===== src/hdl/brr_pkg.sv =====
// ----------------------------------------------------------------------------
// brr_pkg
// Shared types and constants for the BRR block decoder.
// ----------------------------------------------------------------------------
package brr_pkg;

   localparam int unsigned ByteWidth   = 8;
   localparam int unsigned NibWidth    = 4;
   localparam int unsigned HistWidth   = 15;
   localparam int unsigned SampleWidth = 16;
   localparam int unsigned PosWidth    = 4;
   localparam int unsigned ShiftWidth  = 4;
   localparam int unsigned FilterWidth = 2;

   // block layout: header then eight data bytes
   localparam logic [PosWidth-1:0]   PosHeader   = 4'd0;
   localparam logic [PosWidth-1:0]   PosLastData = 4'd8;
   localparam logic [ShiftWidth-1:0] MaxShift    = 4'd12;

   // prediction filter codes
   localparam logic [FilterWidth-1:0] FiltNone   = 2'd0;
   localparam logic [FilterWidth-1:0] FiltOne    = 2'd1;
   localparam logic [FilterWidth-1:0] FiltTwo    = 2'd2;
   localparam logic [FilterWidth-1:0] FiltThree  = 2'd3;

   // filter coefficients
   localparam int unsigned CoefA = 15;
   localparam int unsigned CoefB = 61;
   localparam int unsigned CoefC = 115;
   localparam int unsigned CoefD = 13;

   localparam logic signed [HistWidth-1:0] HistMin = -15'sd16384;
   localparam logic signed [HistWidth-1:0] HistMax = 15'sd16383;

   typedef logic signed [HistWidth-1:0] hist_type;

   // one beat on the result channel
   typedef struct packed {
      logic signed [SampleWidth-1:0] decoded_sample;
      logic                          last_of_pair;
      logic                          bad_shift;
   } rsp_item_type;

endpackage


===== src/hdl/brr_sample_calc.sv =====
// ----------------------------------------------------------------------------
// brr_sample_calc
// One nibble to one clamped 15-bit sample: scale, predict, clamp.
// ----------------------------------------------------------------------------
module brr_sample_calc
   import brr_pkg::*;
(
   input  logic [NibWidth-1:0]    nibble,
   input  logic [ShiftWidth-1:0]  shift,
   input  logic [FilterWidth-1:0] filter,
   input  hist_type               p1,
   input  hist_type               p2,
   output hist_type               sample
);

   localparam int unsigned SumWidth = 22;

   // divide by 2^k, truncating toward zero
   function automatic logic signed [SumWidth-1:0] div_trunc(
      input logic signed [SumWidth-1:0] v,
      input logic [2:0]                 k
   );
      logic signed [SumWidth-1:0] bias;
      bias = v[SumWidth-1] ? ((22'sd1 <<< k) - 22'sd1) : 22'sd0;
      return (v + bias) >>> k;
   endfunction

   logic signed [SumWidth-1:0] nib_ext;
   logic signed [SumWidth-1:0] scaled;
   logic signed [SumWidth-1:0] p1_ext;
   logic signed [SumWidth-1:0] p2_ext;
   logic signed [SumWidth-1:0] pred;
   logic signed [SumWidth-1:0] total;

   assign nib_ext = {{(SumWidth-NibWidth){nibble[NibWidth-1]}}, nibble};
   assign p1_ext  = {{(SumWidth-HistWidth){p1[HistWidth-1]}}, p1};
   assign p2_ext  = {{(SumWidth-HistWidth){p2[HistWidth-1]}}, p2};

   // scale then floor-halve
   assign scaled = (nib_ext <<< shift) >>> 1;

   always_comb begin
      case (filter)
         FiltOne: begin
            pred = div_trunc(p1_ext * SumWidth'(CoefA), 3'd4);
         end
         FiltTwo: begin
            pred = div_trunc(p1_ext * SumWidth'(CoefB), 3'd5)
                 - div_trunc(p2_ext * SumWidth'(CoefA), 3'd4);
         end
         FiltThree: begin
            pred = div_trunc(p1_ext * SumWidth'(CoefC), 3'd6)
                 - div_trunc(p2_ext * SumWidth'(CoefD), 3'd4);
         end
         default: begin
            pred = '0;
         end
      endcase
   end

   assign total = scaled + pred;

   always_comb begin
      if (total < SumWidth'(HistMin)) begin
         sample = HistMin;
      end else if (total > SumWidth'(HistMax)) begin
         sample = HistMax;
      end else begin
         sample = total[HistWidth-1:0];
      end
   end

endmodule


===== src/hdl/brr_result_reg.sv =====
// ----------------------------------------------------------------------------
// brr_result_reg
// Output register on the result channel; frees itself on the beat it is taken.
// ----------------------------------------------------------------------------
module brr_result_reg
   import brr_pkg::*;
(
   input  logic                          clock,
   input  logic                          reset,
   input  logic                          load,
   input  rsp_item_type                  load_item,
   output logic                          slot_free,
   output logic                          rsp_valid,
   input  logic                          rsp_stall,
   output logic signed [SampleWidth-1:0] rsp_decoded_sample,
   output logic                          rsp_last_of_pair,
   output logic                          rsp_bad_shift
);

   logic         valid_ff;
   logic         valid_in;
   rsp_item_type item_ff;

   assign slot_free = !valid_ff || !rsp_stall;
   assign valid_in  = load || (valid_ff && rsp_stall);

   always_ff @(posedge clock) begin
      if (reset) begin
         valid_ff <= 1'b0;
      end else begin
         valid_ff <= valid_in;
      end
   end

   always_ff @(posedge clock) begin
      if (load) begin
         item_ff <= load_item;
      end
   end

   assign rsp_valid          = valid_ff;
   assign rsp_decoded_sample = item_ff.decoded_sample;
   assign rsp_last_of_pair   = item_ff.last_of_pair;
   assign rsp_bad_shift      = item_ff.bad_shift;

endmodule


===== src/hdl/brr_adpcm_block_decoder_unit.sv =====
// ----------------------------------------------------------------------------
// brr_adpcm_block_decoder_unit
// BRR block decoder: 9-byte blocks in, 16-bit PCM samples out.
// ----------------------------------------------------------------------------
// Usage:
//  - req channel: one stream byte per beat plus new_sample, which marks the
//    first header of a sample and clears history, block position and mute.
//  - rsp channel: one decoded sample per beat. A data byte gives two beats,
//    high nibble first (last_of_pair low, then high). A header gives none,
//    unless its shift exceeds 12: then one beat with bad_shift high and a zero
//    sample, and the stream is muted until the next new_sample.
//  - Path: a data byte is registered in the input register, and each of its
//    samples then in the result register, high nibble first.
//  - Input register: a data byte holds it until both nibbles are done, since
//    its second nibble predicts from the first; a header or muted byte frees it
//    as soon as it is handled.
//  - req_stall rises while the held byte cannot finish this cycle: in the
//    high-nibble cycle of every data byte, and while the result register is
//    full and stalled and a beat is due.
//  - Reset (synchronous) empties both registers and clears history, position,
//    shift, filter and mute.
// ----------------------------------------------------------------------------
module brr_adpcm_block_decoder_unit
   import brr_pkg::*;
(
   input  logic                          clock,
   input  logic                          reset,
   // byte channel
   input  logic                          req_valid,
   output logic                          req_stall,
   input  logic [ByteWidth-1:0]          req_stream_byte,
   input  logic                          req_new_sample,
   // sample channel
   output logic                          rsp_valid,
   input  logic                          rsp_stall,
   output logic signed [SampleWidth-1:0] rsp_decoded_sample,
   output logic                          rsp_last_of_pair,
   output logic                          rsp_bad_shift
);

   // input register
   logic                 in_valid_ff, in_valid_in;
   logic [ByteWidth-1:0] in_byte_ff;
   logic                 in_new_ff;

   // decoder state
   hist_type             newest_ff, newest_in;
   hist_type             older_ff, older_in;
   logic [PosWidth-1:0]  pos_ff, pos_in;
   logic [ShiftWidth-1:0] shift_ff, shift_in;
   logic [FilterWidth-1:0] filter_ff, filter_in;
   logic                 failed_ff, failed_in;
   logic                 phase_ff, phase_in;   // high: low nibble next

   logic                 req_take;
   logic                 eff_failed;
   logic [PosWidth-1:0]  eff_pos;
   logic                 is_header;
   logic                 hdr_bad;
   logic                 need_out;
   logic                 go;
   logic                 step_done;
   logic                 emit;
   rsp_item_type         emit_item;
   logic                 slot_free;
   logic [NibWidth-1:0]  cur_nibble;
   hist_type             calc_sample;

   // fresh only ever arrives on a header, so clears need not reach the calc
   assign eff_failed = failed_ff && !in_new_ff;
   assign eff_pos    = in_new_ff ? PosHeader : pos_ff;
   assign is_header  = (eff_pos == PosHeader) || (eff_pos > PosLastData);
   assign hdr_bad    = in_byte_ff[7:4] > MaxShift;
   assign need_out   = !eff_failed && (!is_header || hdr_bad);
   assign go         = in_valid_ff && (!need_out || slot_free);

   assign cur_nibble = phase_ff ? in_byte_ff[3:0] : in_byte_ff[7:4];

   brr_sample_calc u_calc (
      .nibble (cur_nibble),
      .shift  (shift_ff),
      .filter (filter_ff),
      .p1     (newest_ff),
      .p2     (older_ff),
      .sample (calc_sample)
   );

   always_comb begin
      newest_in = newest_ff;
      older_in  = older_ff;
      pos_in    = pos_ff;
      shift_in  = shift_ff;
      filter_in = filter_ff;
      failed_in = failed_ff;
      phase_in  = phase_ff;
      step_done = 1'b0;
      emit      = 1'b0;
      emit_item = '0;
      if (go) begin
         step_done = 1'b1;
         if (in_new_ff) begin
            newest_in = '0;
            older_in  = '0;
            pos_in    = PosHeader;
            failed_in = 1'b0;
         end
         if (eff_failed) begin
            // muted: byte dropped
         end else if (is_header) begin
            shift_in  = in_byte_ff[7:4];
            filter_in = in_byte_ff[3:2];
            if (hdr_bad) begin
               failed_in           = 1'b1;
               pos_in              = PosHeader;
               emit                = 1'b1;
               emit_item.bad_shift = 1'b1;
            end else begin
               pos_in = 4'd1;
            end
         end else begin
            emit                     = 1'b1;
            emit_item.decoded_sample = {calc_sample, 1'b0};
            emit_item.last_of_pair   = phase_ff;
            newest_in                = calc_sample;
            older_in                 = newest_ff;
            if (!phase_ff) begin
               phase_in  = 1'b1;
               step_done = 1'b0;
            end else begin
               phase_in = 1'b0;
               pos_in   = (pos_ff >= PosLastData) ? PosHeader : PosWidth'(pos_ff + 4'd1);
            end
         end
      end
   end

   assign req_stall   = in_valid_ff && !step_done;
   assign req_take    = req_valid && !req_stall;
   assign in_valid_in = req_take || (in_valid_ff && !step_done);

   always_ff @(posedge clock) begin
      if (reset) begin
         in_valid_ff <= 1'b0;
         newest_ff   <= '0;
         older_ff    <= '0;
         pos_ff      <= PosHeader;
         shift_ff    <= '0;
         filter_ff   <= FiltNone;
         failed_ff   <= 1'b0;
         phase_ff    <= 1'b0;
      end else begin
         in_valid_ff <= in_valid_in;
         newest_ff   <= newest_in;
         older_ff    <= older_in;
         pos_ff      <= pos_in;
         shift_ff    <= shift_in;
         filter_ff   <= filter_in;
         failed_ff   <= failed_in;
         phase_ff    <= phase_in;
      end
   end

   always_ff @(posedge clock) begin
      if (req_take) begin
         in_byte_ff <= req_stream_byte;
         in_new_ff  <= req_new_sample;
      end
   end

   brr_result_reg u_result (
      .clock              (clock),
      .reset              (reset),
      .load               (emit),
      .load_item          (emit_item),
      .slot_free          (slot_free),
      .rsp_valid          (rsp_valid),
      .rsp_stall          (rsp_stall),
      .rsp_decoded_sample (rsp_decoded_sample),
      .rsp_last_of_pair   (rsp_last_of_pair),
      .rsp_bad_shift      (rsp_bad_shift)
   );

   // low nibble phase only with a byte held
   a_phase_held: assert property (@(posedge clock) disable iff (reset)
      phase_ff |-> in_valid_ff)
      else $error("low nibble phase without a held byte");

   // block position never leaves the header/data range
   a_pos_range: assert property (@(posedge clock) disable iff (reset)
      pos_ff <= PosLastData)
      else $error("block position out of range");

   // a muted stream waits for a header
   a_mute_pos: assert property (@(posedge clock) disable iff (reset)
      failed_ff |-> (pos_ff == PosHeader && !phase_ff))
      else $error("muted stream not at header position");

   // error beats carry a zero sample
   a_bad_zero: assert property (@(posedge clock) disable iff (reset)
      (rsp_valid && rsp_bad_shift) |-> (rsp_decoded_sample == '0 && !rsp_last_of_pair))
      else $error("error beat with sample data");

   // the first nibble is always followed by the second
   a_pair: assert property (@(posedge clock) disable iff (reset)
      (go && !phase_ff && !is_header && !eff_failed) |=> phase_ff)
      else $error("second nibble not scheduled");

endmodule


===== config.mk =====
export PLATFORM = sky130hd
export DESIGN_NAME = brr_adpcm_block_decoder_unit
export DESIGN_NICKNAME = d
export VERILOG_FILES = /design/src/hdl/brr_pkg.sv /design/src/hdl/brr_sample_calc.sv /design/src/hdl/brr_result_reg.sv /design/src/hdl/brr_adpcm_block_decoder_unit.sv
export SDC_FILE = /design/constraint.sdc
export NUM_CORES = 1
export LEC_CHECK = 0
export BUFFER_PORTS_ARGS = -buffer_cell sky130_fd_sc_hd__buf_4
export CAP_MARGIN = 0
export CORE_ASPECT_RATIO = 0.8
export CORE_MARGIN = 3
export CORE_UTILIZATION = 60
export CTS_CLUSTER_DIAMETER = 200
export CTS_CLUSTER_SIZE = 24
export DETAILED_ROUTE_END_ITERATION = 6
export PLACE_DENSITY = 0.86
export SLEW_MARGIN = 20
export SYNTH_ARGS = -nofsm -noshare
export SYNTH_HDL_FRONTEND = slang
export SYNTH_SLANG_ARGS = --single-unit

===== constraint.sdc =====
create_clock -name clock -period 11.13 [get_ports clock]
set_input_delay 1.6695 -clock clock [delete_from_list [all_inputs] [get_ports clock]]
set_output_delay 1.6695 -clock clock [all_outputs]
set_load 0.02 [all_outputs]

==> results of run 1 <==
report_power, final:
part           leakage, nW  switching (mW)  total [mW]  internal, mW
registers            0.625         0.00980       0.280         0.270
clock network        0.135           0.131       0.287         0.156
logic                 8.17           0.202       0.330         0.128
final timing paths:
path,slack (ns),start,endpoint,cells after the start
setup / recovery,0.46,newest_ff[4],u_result.rsp_decoded_sample[10],41
hold / removal,0.54,u_result.rsp_valid,u_result.rsp_valid,2
setup reg to reg,0.46,newest_ff[4],u_result.rsp_decoded_sample[10],41
hold reg to reg,0.54,u_result.rsp_valid,u_result.rsp_valid,2
stage by stage:
stage	hold slack, ns	area, um2	total power [mW]	setup WS (ns)
2_1_floorplan	0.473	16600	0.513	0.963
3_3_place_gp	0.503	17300	0.585	0.606
3_5_place_dp	0.529	17300	0.592	0.316
4_1_cts	0.540	17600	0.881	0.237
5_1_grt	0.581	17700	0.939	-0.0862
6_report	0.543	17700	0.897	0.460
per-layer routing:
layer  track usage (%)  part of all wire [%]  up-vias
met2              49.9                    43      696
met5                 0                     0        -
met1              45.0                    42     7135
met3              9.52                    12       96
li1                  -                     -     7156
met4              9.54                   3.1        0
cells in the mapped netlist, types with 11 or more instances:
library cell and count:
clkbuf_1 32, or3_1 13, o211ai_1 14, o21ai_0 88
nor3_1 44, xor2_1 73, a22oi_1 18, a21oi_1 136
nand2_1 113, fa_1 129, a31oi_1 18, nand3_1 36
o21ai_1 15, ha_1 232, inv_1 350, edfxtp_1 26
nor2b_1 14, nand4_1 17, o22ai_1 11, o21bai_1 15
and3_1 17, a211oi_1 25, dfxtp_1 44, a21o_1 51
nor2_1 133, mux2i_1 22, and2_1 22, nand2b_1 27
xnor2_1 123, o21a_1 23
layout make-up:
type	count	area, um2
Multi-Input combinational cell	1596	13500
Sequential cell	70	1670
Clock buffer	9	225
Fill cell	2180	9030
Tap cell	357	447
Clock inverter	7	61.3
Inverter	351	1320
Timing Repair Buffer	60	450
kinds of logic after synthesis:
logic type / after synthesis / share of synthesized area [%]
buffers and inverters: 394 / 8.98
AND/OR/NAND/NOR: 493 / 15.1
flip-flops: 70 / 10.0
other: 1 / 0.0226
multiplexers: 28 / 1.73
AO/OA/AOI/OAI: 517 / 20.8
adder cells (fa/ha/maj): 361 / 33.0
XOR/XNOR: 196 / 10.3
critical path: cells and delay by family (launching register included):
kind | cells | cell delay, ns
simple gates | 6 | 1.18
xor+xnor | 3 | 0.74
flops | 1 | 0.41
compound gates | 18 | 4.51
fa+ha+maj | 8 | 2.92
buf+inv | 6 | 0.65
registers in the layout, summed over array words and instances, names as in the netlist:
| signal | flops |
|---|---|
| u_result.rsp_decoded_sample | 15 |
| in_byte_ff | 8 |
| newest_ff | 15 |
| failed_ff | 1 |
| in_valid_ff | 1 |
| older_ff | 15 |
| filter_ff | 2 |
| in_new_ff | 1 |
| pos_ff | 4 |
| u_result.rsp_bad_shift | 1 |
| phase_ff | 1 |
| u_result.rsp_last_of_pair | 1 |
| u_result.rsp_valid | 1 |
| shift_ff | 4 |
repair_timing:
item / CTS / global route
endpoints found under the setup margin: 0 / 30
resized for setup: 0 / 27
hold buffers: 0 / 0
buffers inserted: 0 / 6
==> impl_metrics.json, run 1 <==
{
  "gp_congestion": 1.01,
  "grt_antenna_before_repair": 0,
  "yosys-top-cells-area": "ha_1 17%, fa_1 16%, inv_1 7.9%",
  "clockBufferDepth": 2,
  "slowest_delay_ns": 0.53,
  "track_usage_pct": 32.7,
  "tightest_slew_ns": 1.01,
  "synth_edf_count": 26,
  "die_area_um2": 29700,
  "finClkSkew_ns": 0.00915,
  "num_vias": 15100,
  "yosysSeqAreaShare_pct": 10.0,
  "critPathSlowestCell": "fa_1",
  "layout_commonest_cell": "inv_1",
  "final_core_util_pct": 66.2,
  "tns_ns": 0,
  "slew_headroom_pct": 30.6,
  "synth_cell_types": 98,
  "synth_ff_type": "dfxtp_1",
  "finalSetupViolations": 0,
  "instances_no_fill": 2450,
  "io_pins": 33,
  "n_antenna_cell": 0,
  "synth_nets": 2434,
  "wl_per_cell_um": 19.8,
  "yosysTopAreaCell": "ha_1",
  "cap_violations": 0,
  "cp_common_cell": "ha_1",
  "dpl.cell_count": 2428,
  "ys_ff_latch": 70,
  "syn-cell-area_um2": 16600,
  "area_growth_pct": 6.58,
  "finalCritPeriodShare_pct": 95.9,
  "fin_crit_ns": 10.67,
  "routed_wl_um": 48500,
  "power_density_nw_per_um2": 50.7,
  "syn_inst": 2060,
  "hp-class": "flip-flop to flip-flop",
  "drt_iter0_markers": 1483,
  "finalHoldViolations": 0,
  "cp.arrival_ns": 10.77,
  "io_buffers": 31,
  "core_um2": 26700,
  "yosysWarnings": 0,
  "status": "finished clean",
  "syn_area_per_cell_um2": 8.06,
  "grt_overflow": 0,
  "finalMaxSlewViolations": 0,
  "dpl.hpwl_um": 40700,
  "dr.pass1.iters": 5,
  "synth_top_area_share_pct": 17.5,
  "layout_common_cells": "350 x inv_1, 230 x ha_1, 134 x a21oi_1",
  "end_kind": "flip-flop",
  "clock_sinks": 70,
  "grt_pass1_wl_um": 76400,
  "cts-htree-levels": 3,
  "cts-buffers-inserted": 9,
  "root_buffer": "clkbuf_16",
  "drcViolationCount": 0,
  "grt_pass1_vias": 14500,
  "required_ns": 11.23,
  "ir_drop_uv": 82.8,
  "viasPerCell": 6.16,
  "cp_max_fo": 14,
  "die_h_um": 155,
  "synthArstFlopShare_pct": 0,
  "max_freq_mhz": 93.7,
  "leakagePower_nw": 8.93,
  "crit_path_start_kind": "flip-flop",
  "antenna_left": 0,
  "clk_latency_ns": 0.35,
  "cts_tree": "yes",
  "die_w_um": 192,
  "fp-row-count": 53,
  "nets": 2462,
  "path_class": "flip-flop to flip-flop",
  "clkTransAtPathRegs_ns": 0.07,
  "grt_max_degree": 45,
  "start_util_pct": 62.1,
  "drive_above_1_share_pct": 6.88
}
(Power assumes the default switching activity.)
==> inputs of run 2 (changes only) <==
--- a/config.mk
+++ b/config.mk
@@ -9,12 +9,13 @@
 export CAP_MARGIN = 0
 export CORE_ASPECT_RATIO = 0.8
 export CORE_MARGIN = 3
-export CORE_UTILIZATION = 60
+export CORE_UTILIZATION = 50
 export CTS_CLUSTER_DIAMETER = 200
 export CTS_CLUSTER_SIZE = 24
 export DETAILED_ROUTE_END_ITERATION = 6
-export PLACE_DENSITY = 0.86
+export PLACE_DENSITY = 0.75
 export SLEW_MARGIN = 20
 export SYNTH_ARGS = -nofsm -noshare
 export SYNTH_HDL_FRONTEND = slang
+export SYNTH_HIERARCHICAL = 1
 export SYNTH_SLANG_ARGS = --single-unit
==> constraint.sdc (replaced) <==
create_clock -name clock -period 13.44 [get_ports clock]
set_input_delay 2.016 -clock clock [delete_from_list [all_inputs] [get_ports clock]]
set_output_delay 2.016 -clock clock [all_outputs]
set_load 0.02 [all_outputs]
==> run 2 against run 1 <==
Compared with the run above: critical path depth down 1; synthesized cell count down 0.83%; largest power group unchanged; setup slack better by 1.3 ns; largest cell class unchanged; cell area down 0.86%; first-iteration DRC count down 19%; clock skew down 0.0031 ns; cell count up 1.0%.
==> impl_metrics.json, run 2 <==
{
  "hp-start": "u_result/rsp_valid",
  "synth_top_area_share_pct": 16.7,
  "root_buffer": "clkbuf_16",
  "cts_setup_buffers": 0,
  "fin_crit_ns": 11.70,
  "die_area_um2": 35400,
  "end_kind": "flip-flop",
  "crit_buf_inv": 3,
  "finalCritPeriodShare_pct": 87.0,
  "track_usage_pct": 25.9,
  "holdWs_ns": 0.548,
  "drive_above_1_share_pct": 4.88,
  "gp_congestion": 1.02,
  "pwr-share-seq_pct": 31.0,
  "tightest_slew_ns": 1.05,
  "cp_common_cell": "ha_1",
  "synthArstFlopShare_pct": 0,
  "yosysSeqAreaShare_pct": 10.2,
  "cts-htree-levels": 3,
  "die_w_um": 210,
  "slew_headroom_pct": 29.0,
  "dr.pass1.iters": 6,
  "status": "finished clean",
  "largest_reg_flops": 16,
  "reg2reg_setup_slack_ns": 1.74,
  "crit_path_start_kind": "flip-flop",
  "required_ns": 13.69,
  "clockBufferDepth": 2,
  "timing.rr.end": "newest_ff[11]",
  "synth_most_common_cell": "inv_1",
  "p_sw_share_pct": 37.3,
  "dpl.hpwl_um": 39800,
  "fill_cells": 2970,
  "grt_setup_unrepaired": "false",
  "drcViolationCount": 0,
  "path_class": "flip-flop to flip-flop",
  "yosys-top-cells-area": "ha_1 17%, fa_1 15%, inv_1 7.4%",
  "leakagePower_nw": 8.51,
  "crit_family": "compound AO/OA/AOI/OAI gates",
  "core_um2": 32600,
  "power_density_nw_per_um2": 43.5,
  "power.switching_mw": 0.284,
  "whs_path_depth": 2,
  "hold_buffers": 0,
  "synth_ff_type": "dfxtp_1",
  "synth_edf_count": 27,
  "clkTransAtPathRegs_ns": 0.06,
  "cp_max_fo": 14,
  "reg2reg_depth": 40,
  "syn_area_per_cell_um2": 8.13,
  "slowest_delay_ns": 0.73,
  "ys_ff_latch": 71,
  "clk_latency_ns": 0.34,
  "nets": 2404,
  "num_vias": 14800,
  "grt_antenna_before_repair": 2,
  "ir_drop_uv": 79.9,
  "worst_hold_path.endpoint": "u_result/rsp_valid",
  "start_util_pct": 50.9,
  "p_comb_share_pct": 39.2,
  "cp.arrival_ns": 11.95,
  "grt_max_degree": 35,
  "finalHoldViolations": 0,
  "drt_iter0_markers": 1206,
  "finClkSkew_ns": 0.00606,
  "hp-class": "flip-flop to flip-flop",
  "max_freq_mhz": 85.5,
  "ctsResizeCount": 0,
  "yosysWarnings": 6,
  "synth_cell_types": 100,
  "cap_violations": 0,
  "syn_inst": 2043,
  "synth_commonest_cells": "329 x inv_1, 222 x ha_1, 127 x nand2_1",
  "io_pins": 33,
  "finalSetupViolations": 0,
  "grt_overflow": 0,
  "p_int_mw": 0.478,
  "reg2reg_from": "newest_ff[8]",
  "yosysTopAreaCell": "ha_1",
  "cts_tree": "yes",
  "critPathSlowestCell": "nor2_1",
  "io_buffers": 32,
  "viasPerCell": 5.97,
  "area_growth_pct": 5.66,
  "fp-row-count": 59,
  "grt_pass1_vias": 13900,
  "synth_nets": 2404,
  "n_antenna_cell": 0,
  "wl_per_cell_um": 19.1,
  "routed_wl_um": 47300,
  "cts-buffers-inserted": 9,
  "tns_ns": 0,
  "clock_sinks": 71,
  "layout_commonest_cell": "inv_1",
  "p_clk_share_pct": 29.9,
  "finalMaxSlewViolations": 0,
  "layout_common_cells": "329 x inv_1, 222 x ha_1, 127 x nand2_1",
  "syn-cell-area_um2": 16600,
  "die_h_um": 169,
  "antenna_left": 0,
  "worst-path-stages": 40,
  "grt_pass1_wl_um": 74000
}
==> run 2: worst max path at each step <==
stage                              from                        endpoint  slack, ns
after floorplan           newest_ff[14]  u_result/rsp_decoded_sample[7]       3.52
after global placement     newest_ff[4]                   newest_ff[11]       2.02
after detailed placement  newest_ff[13]                   newest_ff[11]       2.02
after CTS                  newest_ff[4]                   newest_ff[11]       1.96
after global routing      newest_ff[13]                   newest_ff[11]       1.24
final                      newest_ff[8]                   newest_ff[11]       1.74
==> run 2: stage by stage <==
stage               util (%)  power (mW)  worst slack, ns  instance area [um2]  instances
global placement        52.8       0.522             2.02                17200       2458
finish                  53.8       0.763             1.74                17500       2475
CTS                     53.7       0.750             1.96                17500       2474
floorplan                  -       0.447             3.52                16600       2043
detailed placement      52.8       0.524             2.02                17200       2458
global route            53.8       0.796             1.24                17500       2475
==> run 2: tightest hold or removal path, stage by stage, from the launching register on <==
cell and delay [ns]:
dfxtp_1 0.36, a21oi_1 0.08, nor2_1 0.08
==> run 2: kinds of logic after synthesis <==
group	synth area share [%]
adders and majority gates	31.9
muxes	1.26
buffers and inverters	8.70
AOI/OAI and AO/OA	21.8
xor gates and xnor gates	10.1
other	0.0226
and+or+nand+nor	16.1
DFF	10.2
==> run 2: per-layer routing <==
| metal | vias up | track usage [%] | routed length (um) |
|---|---|---|---|
| met5 | - | 0 | 38 |
| li1 | 7138 | - | - |
| met2 | 537 | 40.5 | 20500 |
| met3 | 51 | 5.69 | 3780 |
| met4 | 4 | 3.61 | 580 |
| met1 | 7037 | 37.6 | 22300 |
==> run 2: power groups by stage <==
| stage | Clock, mW | Sequential (mW) | Combinational [mW] |
|---|---|---|---|
| after global placement | 0 | 0.240 | 0.281 |
| after CTS | 0.228 | 0.236 | 0.287 |
| after detailed placement | 0 | 0.240 | 0.284 |
| final | 0.228 | 0.236 | 0.299 |
| after global routing | 0.238 | 0.237 | 0.321 |
| after floorplan | 0 | 0.237 | 0.209 |
==> run 2: layout make-up <==
type	instances	area [um2]	share of cell area, %
inverter	333	1250	7.13
clock inverter	3	23.8	0.136
clock buffer	13	262	1.49
timing repair buffer	36	274	1.56
sequential	71	1690	9.64
tap	427	534	3.05
multi-input combinational	1592	13500	77.0
